===== src/rtl/nct_pkg.sv =====
`timescale 1ns / 1ps
// ----------------------------------------------------------------------------
// Neighbor cache table package
// Shared types, codes and constants for the neighbor cache table.
// ----------------------------------------------------------------------------
package nct_pkg;

   localparam int DEFAULT_TABLE_DEPTH = 16;
   localparam logic [15:0] MAX_AGE_RESET = 16'd1200;
   localparam int ENTRY_W = 64 + 64 + 48 + 32;

   typedef enum logic [2:0] {
      MODE_SET_BY_IP = 3'd0,
      MODE_ADD       = 3'd1,
      MODE_LOOKUP    = 3'd2,
      MODE_TICK      = 3'd3,
      MODE_CLEANUP   = 3'd4
   } mode_type;

   localparam logic [1:0] ST_OK   = 2'd0;
   localparam logic [1:0] ST_MISS = 2'd1;
   localparam logic [1:0] ST_FULL = 2'd2;

   typedef enum logic [2:0] {
      S_IDLE,
      S_READ,
      S_CHECK,
      S_WRITE,
      S_DONE
   } state_type;

   typedef struct packed {
      logic [2:0]  mode;
      logic [63:0] ip_high;
      logic [63:0] ip_low;
      logic [47:0] mac_addr;
      logic        mac_present;
   } req_word_type;

   typedef struct packed {
      logic [1:0]  status;
      logic [3:0]  entry_index;
      logic [47:0] mac_out;
      logic [63:0] ip_high_out;
      logic [63:0] ip_low_out;
      logic [4:0]  entry_count;
   } rsp_word_type;

endpackage


===== src/rtl/neighbor_cache_table.sv =====
`timescale 1ns / 1ps
// ----------------------------------------------------------------------------
// Neighbor cache table
// IPv6-to-MAC neighbor cache with insertion order, searches and aging purge.
// ----------------------------------------------------------------------------
// Channel  Ports                          Direction
// request  req_valid, req_stall, req_word input word, block drives stall
// response rsp_valid, rsp_stall, rsp_word output word, block reads stall
// config   csr_wr_en, csr_wr_data         max_age write
//
// Searches and purges visit one entry at a time through the single RAM
// read port, each entry passing through a read state and a check state.
// The RAM has no reset; only data read from entries below the fill count
// is used. A stalled response holds and the next request waits for it.
// ----------------------------------------------------------------------------
module neighbor_cache_table #(
   parameter int TABLE_DEPTH = nct_pkg::DEFAULT_TABLE_DEPTH
) (
   input  logic                  clock,
   input  logic                  reset,
   input  logic                  req_valid,
   output logic                  req_stall,
   input  nct_pkg::req_word_type req_word,
   output logic                  rsp_valid,
   input  logic                  rsp_stall,
   output nct_pkg::rsp_word_type rsp_word,
   input  logic                  csr_wr_en,
   input  logic [15:0]           csr_wr_data
);
   import nct_pkg::*;

   localparam int AW = (TABLE_DEPTH > 1) ? $clog2(TABLE_DEPTH) : 1;
   localparam int CW = $clog2(TABLE_DEPTH + 1);

   state_type state_ff, state_in;
   req_word_type req_ff, req_in;
   rsp_word_type rsp_ff, rsp_in;
   logic rsp_valid_ff, rsp_valid_in;
   logic [CW-1:0] fill_ff, fill_in;
   logic [CW-1:0] rd_ff, rd_in;
   logic [CW-1:0] wr_ff, wr_in;
   logic [31:0] sec_ff, sec_in;
   logic [15:0] max_age_ff;

   logic ram_we;
   logic [AW-1:0] ram_wa, ram_ra;
   logic [ENTRY_W-1:0] ram_wd, ram_rd;
   logic [63:0] e_iph, e_ipl;
   logic [47:0] e_mac;
   logic [31:0] e_stamp, age;
   logic hit, keep;
   logic [AW-1:0] cur;

   nct_ram #(.WIDTH(ENTRY_W), .DEPTH(1 << AW)) u_ram (
      .clock(clock), .wr_en(ram_we), .wr_addr(ram_wa), .wr_data(ram_wd),
      .rd_addr(ram_ra), .rd_data(ram_rd)
   );

   assign {e_iph, e_ipl, e_mac, e_stamp} = ram_rd;
   assign age  = sec_ff - e_stamp;
   assign keep = !(age > {16'd0, max_age_ff});
   assign cur  = rd_ff[AW-1:0] - AW'(1);
   assign hit  = (req_ff.mode == MODE_SET_BY_IP) ?
                 (e_iph == req_ff.ip_high && e_ipl == req_ff.ip_low) :
                 (e_mac == req_ff.mac_addr);
   assign ram_ra = (req_ff.mode == MODE_CLEANUP) ? rd_ff[AW-1:0] : cur;

   always_ff @(posedge clock) begin
      if (reset) begin
         state_ff     <= S_IDLE;
         rsp_valid_ff <= 1'b0;
         fill_ff      <= '0;
         sec_ff       <= '0;
         max_age_ff   <= MAX_AGE_RESET;
      end else begin
         state_ff     <= state_in;
         rsp_valid_ff <= rsp_valid_in;
         fill_ff      <= fill_in;
         sec_ff       <= sec_in;
         if (csr_wr_en) begin
            max_age_ff <= csr_wr_data;
         end
      end
      req_ff <= req_in;
      rsp_ff <= rsp_in;
      rd_ff  <= rd_in;
      wr_ff  <= wr_in;
   end

   always_comb begin
      state_in = state_ff;
      case (state_ff)
         S_IDLE: begin
            if (req_valid && !rsp_valid_ff) begin
               state_in = S_READ;
            end
         end
         S_READ: begin
            case (req_ff.mode)
               MODE_SET_BY_IP, MODE_LOOKUP:
                  state_in = (rd_ff == '0) ? S_DONE : S_CHECK;
               MODE_CLEANUP: state_in = (rd_ff == fill_ff) ? S_DONE : S_CHECK;
               MODE_ADD:     state_in = S_WRITE;
               default:      state_in = S_DONE;
            endcase
         end
         S_CHECK: begin
            if (req_ff.mode == MODE_CLEANUP) begin
               state_in = S_READ;
            end else begin
               state_in = hit ? S_WRITE : S_READ;
            end
         end
         S_WRITE: state_in = S_DONE;
         S_DONE:  state_in = S_IDLE;
         default: state_in = S_IDLE;
      endcase
   end

   always_comb begin
      req_in       = req_ff;
      rsp_in       = rsp_ff;
      rsp_valid_in = rsp_valid_ff && rsp_stall;
      fill_in      = fill_ff;
      sec_in       = sec_ff;
      rd_in        = rd_ff;
      wr_in        = wr_ff;
      ram_we       = 1'b0;
      ram_wa       = cur;
      ram_wd       = {e_iph, e_ipl, e_mac, sec_ff};
      req_stall    = !(state_ff == S_IDLE && !rsp_valid_ff);
      case (state_ff)
         S_IDLE: begin
            if (req_valid && !rsp_valid_ff) begin
               req_in = req_word;
               rsp_in = '0;
               rd_in  = (req_word.mode == MODE_CLEANUP) ? '0 : fill_ff;
               wr_in  = '0;
               if (req_word.mode == MODE_SET_BY_IP || req_word.mode == MODE_LOOKUP) begin
                  rsp_in.status = ST_MISS;
               end
            end
         end
         S_READ: begin
            if (req_ff.mode == MODE_TICK) begin
               sec_in = sec_ff + 32'd1;
            end else if (req_ff.mode == MODE_CLEANUP && rd_ff == fill_ff) begin
               fill_in = wr_ff;
            end
         end
         S_CHECK: begin
            if (req_ff.mode == MODE_CLEANUP) begin
               rd_in = rd_ff + CW'(1);
               if (keep) begin
                  ram_we = 1'b1;
                  ram_wa = wr_ff[AW-1:0];
                  ram_wd = ram_rd;
                  wr_in  = wr_ff + CW'(1);
               end
            end else if (!hit) begin
               rd_in = rd_ff - CW'(1);
            end
         end
         S_WRITE: begin
            ram_we = 1'b1;
            if (req_ff.mode == MODE_ADD) begin
               if (fill_ff < CW'(TABLE_DEPTH)) begin
                  ram_wa = fill_ff[AW-1:0];
                  ram_wd = {req_ff.ip_high, req_ff.ip_low, req_ff.mac_addr, sec_ff};
                  rsp_in.entry_index = 4'(fill_ff);
                  fill_in = fill_ff + CW'(1);
               end else begin
                  ram_we = 1'b0;
                  rsp_in.status = ST_FULL;
               end
            end else begin
               rsp_in.status = ST_OK;
               rsp_in.entry_index = 4'(cur);
               if (req_ff.mode == MODE_SET_BY_IP) begin
                  if (req_ff.mac_present && req_ff.mac_addr != '0) begin
                     ram_wd = {e_iph, e_ipl, req_ff.mac_addr, sec_ff};
                     rsp_in.mac_out = req_ff.mac_addr;
                  end else begin
                     rsp_in.mac_out = e_mac;
                  end
               end else begin
                  rsp_in.ip_high_out = e_iph;
                  rsp_in.ip_low_out  = e_ipl;
               end
            end
         end
         S_DONE: begin
            rsp_in.entry_count = 5'(fill_ff);
            rsp_valid_in = 1'b1;
         end
         default: ;
      endcase
   end

   assign rsp_valid = rsp_valid_ff;
   assign rsp_word  = rsp_ff;
endmodule


===== src/rtl/nct_ram.sv =====
`timescale 1ns / 1ps
// ----------------------------------------------------------------------------
// Neighbor cache table RAM
// Generic single-write, single-read memory with a registered read port.
// ----------------------------------------------------------------------------
module nct_ram #(
   parameter int WIDTH = 8,
   parameter int DEPTH = 16
) (
   input  logic                     clock,
   input  logic                     wr_en,
   input  logic [$clog2(DEPTH)-1:0] wr_addr,
   input  logic [WIDTH-1:0]         wr_data,
   input  logic [$clog2(DEPTH)-1:0] rd_addr,
   output logic [WIDTH-1:0]         rd_data
);
   logic [WIDTH-1:0] mem_ff [DEPTH];
   logic [WIDTH-1:0] rd_data_ff;

   always_ff @(posedge clock) begin
      if (wr_en) begin
         mem_ff[wr_addr] <= wr_data;
      end
      rd_data_ff <= mem_ff[rd_addr];
   end

   assign rd_data = rd_data_ff;
endmodule


===== config.mk =====
export PLATFORM = sky130hd
export DESIGN_NAME = neighbor_cache_table
export DESIGN_NICKNAME = d
export VERILOG_FILES = /design/src/rtl/nct_pkg.sv /design/src/rtl/neighbor_cache_table.sv /design/src/rtl/nct_ram.sv
export SDC_FILE = /design/constraint.sdc
export NUM_CORES = 2
export LEC_CHECK = 0
export ABC_AREA = 1
export BUFFER_PORTS_ARGS = -buffer_cell sky130_fd_sc_hd__buf_4
export CAP_MARGIN = 15
export CORE_UTILIZATION = 55
export CTS_CLUSTER_SIZE = 25
export DETAILED_ROUTE_END_ITERATION = 7
export PLACE_DENSITY_LB_ADDON = 0.2
export SETUP_SLACK_MARGIN = 0.15
export SLEW_MARGIN = 20
export SYNTH_ARGS = -nofsm -noshare
export SYNTH_HDL_FRONTEND = slang
export SYNTH_SLANG_ARGS = --single-unit

===== constraint.sdc =====
create_clock -name clock -period 23.1 [get_ports clock]
set_input_delay 6.93 -clock clock [delete_from_list [all_inputs] [get_ports clock]]
set_output_delay 6.93 -clock clock [all_outputs]
set_load 0.03 [all_outputs]

* Word level (Yosys, flattened, before mapping) *
Memory sizes are Yosys's and may differ from the RTL's. A register that Yosys moved wholly into a read port is not among the register bits.
Cells that the tools add are included.

storage, ports and cells
  bits in registers = 434
  bits in writable memories = 3,328
  input port bits = 201
  output and inout bits = 189
  logic and storage cells = 138
  memories = 1

cells by class
  add/sub/neg operators = 7
  magnitude comparators = 2
  equality and inequality tests = 27
  multiplexer cells = 54
  reduce and logical (&&, ||, !) cells = 29

memories
  name          words  bits a word  rd ports  clocked after Yosys merged registers in  write ports  RTL line       text
  u_ram.mem_ff  16     208          1         1                                        1            nct_ram.sv:17  logic [WIDTH-1:0] mem_ff [DEPTH];

operator list
  operator                 number
  $mux W208                2
  $pmux W208 S2            1
  $pmux W182 S2            1
  $mux W187                1
  $mux W176                1
  $mux W80                 2
  $eq A64 B64 Y1           2
  $mux W128                1
  $mux W48                 2
  $mux W32                 2
  $mux W5                  11
  $eq A48 B48 Y1           1
  $reduce_bool A48 Y1      1
  $pmux W5 S2              4
  $add A32 B1 Y32 const B  1
  $gt A32 B16 Y1           1
  $sub A32 B32 Y32         1
  $mux W4                  6
  $ne A2 B2 Y1 const B     10
  $add A5 B1 Y5 const B    3
  $eq A3 B2 Y1 const B     5
  $pmux W3 S4              1
  $reduce_and A4 Y1        3
  $eq A3 B3 Y1 const B     3
  23 further kinds         53

* Longest topological paths before layout *
  depth after elaboration = 7
  gate-level depth with buffers = 30
  gate-level depth less buffers = 30

* By module *
A second synthesis with hierarchy kept.

unflattened totals
  cell total of the unflattened synthesis = 15,796
  area, all modules = 167,788.4 µm²

modules (own cells, without submodules)
  module                times used  cells an instance  area an instance (µm²)  sequential area each (µm²)
  nct_ram               1           12,629             142,417.8               104,099.8
  neighbor_cache_table  1           3,167              25,370.6                12,462.0

* Worst setup path before layout *
No wires, ideal clock.

  path type = input to register
  from = input req_valid
  to = register rsp_ff, in the netlist rsp_word[100], enable pin
  library setup time = 0.792 ns
  data arrival time = 20.714 ns
  data required time = 22.308 ns
  slack = 1.594 ns
  stages on the path = 4
  buffers on the path = 0
  path through = inv_1 nor2_1 inv_1 o21ai_0

on the way
  word-level cells in the longest chain between the ends = 3

RTL lines
  item                         RTL line                     text
  start: declaration           neighbor_cache_table.sv:21   input logic req_valid,
  $logic_and A1 B1 Y1          neighbor_cache_table.sv:134  if (req_valid && !rsp_valid_ff) begin
  $ne A2 B2 Y1 (no line)       n/a
  $reduce_and A4 Y1 (no line)  n/a
  end signal: assignment       neighbor_cache_table.sv:85   rsp_ff <= rsp_in;
  end: declaration             neighbor_cache_table.sv:37   rsp_word_type rsp_ff, rsp_in;

Every way passes these cells.
A chain may end at the register's enable or synchronous reset.

* Worst setup path after layout *
  from = input req_valid
  to = register rsp_ff, in the netlist rsp_word[10], enable pin

The elaborated chain is that of the path after synthesis.

==> impl_metrics.yaml <==
die:
  coreArea_sq_um: 283000
  std_cell_rows: 195
  io-pin-count: 390
  die-width_um: 536
  die_h_um: 536
  dieArea_sq_um: 287000
  start_util_pct: 55.5
synthesis:
  ys_warn_count: 0
  ys_ff_latch: 3970
  ys.flop_type: "edfxtp_1"
  ys_seq_area_share_pct: 74.3
  synthTopCellsByArea: "edfxtp_1 71%, o21ai_0 7.1%, nor2_1 5.7%"
  synth_top_cell_by_area: "edfxtp_1"
  syn_inst: 12500
  synth_cell_types: 58
  postSynthAreaPerCell_sq_um: 12.6
  synthArstFlopShare_pct: 0
  synth_area_sq_um: 157000
  synth_top_area_share_pct: 70.9
  yosysMostFrequentCell: "edfxtp_1"
  synthesis.nets: 12800
  synth_common_cells: "3705 x edfxtp_1, 2387 x nor2_1, 2212 x o21ai_0, 1042 x o22ai_1, 725 x nand2_1"
  synth_edf_count: 3705
worst_setup_path:
  critPathCaptureType: "flop"
  crit_arrival_ns: 10.18
  reg2reg_from: "sec_ff[0]"
  critPathMaxFanout: 47
  start_kind: "input port"
  endpoint: "rsp_word[10]"
  crit_path_start: "req_valid"
  ff2ff_setup_slack_ns: 14.40
  worstReg2RegEnd: "u_ram.mem_ff[5][139]"
  crit_required_ns: 23.67
  worstSetupPathType: "in -> reg"
  reg2regPathDepth: 27
clock_network:
  cts_root_buffer: "clkbuf_16"
  clockBufferDepth: 4
  numCtsBuffers: 393
  cts.clk_slew.worst_paths_ns: 0.06
  cts_setup_buffers: 0
  htree_levels: 5
  cts_sinks: 3970
  clock_latency_ns: 0.98
  cts-resized-gates: 0
  cts_tree: "done"
  ctsHoldBuffers: 0
layout:
  utilization_pct: 62.6
  drive_above_1_share_pct: 11.2
  area_growth_pct: 12.9
  layout.nets: 13000
timing:
  tightest_slew_ns: 1.26
  fmax_mhz: 104
  final_hold_viol_count: 0
  period_needed_ns: 9.61
  drv_slew: 0
  rsz0062_at_grt: "no"
  tns_ns: 0
  worst_slack_ns: 13.49
  fin_worst_skew_ns: 0.0786
  whs_ns: 0.502
  setup_viol: 0
  finalCritPeriodShare_pct: 41.6
  max_slew_margin_pct: 16.2
routing:
  first_pass_iters: 8
  route.vias.total: 105000
  ant_nets: 0
  vias_per_cell: 6.21
  wl_per_cell_um: 25.2
  drc: 0
  wl_um: 425000
  drtIter0Drc: 13400
global_routing:
  grt_pass1_vias: 101000
  antenna_found_initial: 10
  grt_util_all_layers_pct: 28.9
  grt_max_degree: 232
  gr-total-overflow: 0
  grt_pass1_wl_um: 625000
placement:
  place_ws_ns: 12.37
  place.gp.congestion: 0.899
  io_buffers: 389
  dp_hpwl_um: 216000
power:
  power_mw: 23.1
  power_density_nw_per_um2: 130
  power_leakage_nw: 58.7
  ir_worst_vdd_mv: 0.118
job:
  max-cap-violations: 0
outcome:
  status: "finished clean"
worst_hold_path:
  min_path_type: "reg -> reg"
-- stage by stage --
step | instance area (sq um) | std cells
after detailed placement | 164000 | 16100
after global routing | 177000 | 16900
final | 177000 | 16900
after CTS | 177000 | 16800
after global placement | 164000 | 16100
after floorplan | 157000 | 12500
-- worst max-delay path, stage by stage --
cell and delay, ns:
buf_4 0.08, inv_1 0.06, nor2_4 0.09, buf_4 0.53, inv_1 0.31, o21ai_4 0.11
buf_4 0.54, buf_4 0.62, buf_4 0.63
-- placed cells by master, fill, tap and decap left out, drive strengths merged, types with 29 or more instances in the layout --
cell type  instances
nand2            747
inv              461
clkinv           172
dfxtp            265
edfxtp          3705
nor2            2402
buf              675
o21ai           2424
xor2              29
nand4             58
xnor2            123
nand3             95
a21oi            117
or2               39
nor3              35
o22ai           1042
clkbuf           507
o2111ai           48
bufinv            36
ha                55
-- final cells by class --
type                            count  area (sq um)
Tap cell                         3743          4680
Multi-Input combinational cell   7274         35800
Fill cell                       20900        106000
Antenna cell                        2          5.00
Clock buffer                      507         10700
Sequential cell                  3970        117000
Inverter                          449          1720
Clock inverter                    232          2440
Timing Repair Buffer              675          5380
-- routing by layer --
metal | track usage, % | vias up | share of wire (%)
met5 | 0 | - | 0.013
met4 | 11.1 | 8 | 3.8
met3 | 4.00 | 914 | 9.3
met2 | 46.8 | 5489 | 47
met1 | 39.8 | 51900 | 40
li1 | - | 46200 | -
-- report_power, final --
| part | switching, mW | internal [mW] | total, mW |
|---|---|---|---|
| combinational | 5.30 | 2.08 | 7.37 |
| sequential | 0.258 | 9.01 | 9.26 |
| clock | 2.74 | 3.68 | 6.42 |
| total | 8.29 | 14.8 | 23.1 |
-- flip-flops by register name (all words and copies together), names as in the netlist --
name           flops
fill_ff            5
max_age_ff        16
rd_ff              5
req_ff           180
rsp_valid          1
rsp_word         187
sec_ff            32
state_ff           3
u_ram.mem_ff    3328
u_ram.rd_data    208
wr_ff              5
-- how the worst min path moves through the flow --
stage / cells after the start / startpoint / to / slack, ns
after floorplan: 2 / max_age_ff[15] / max_age_ff[15] / 0.44
after global placement: 2 / rsp_valid / rsp_valid / 0.51
after detailed placement: 2 / rsp_valid / rsp_valid / 0.50
after CTS: 2 / rsp_valid / rsp_valid / 0.51
after global routing: 2 / rsp_valid / rsp_valid / 0.54
final: 2 / rsp_valid / rsp_valid / 0.50
-- cell families after synthesis --
group           Yosys count  share of synthesized area [%]
flops                  3970                           74.3
compound gates         3652                           12.6
simple gates           3411                           8.64
mux                       2                         0.0143
xor+xnor                152                          0.853
buf+inv                1252                           3.12
fa+ha+maj                57                          0.464
(Power assumes the default switching activity.)
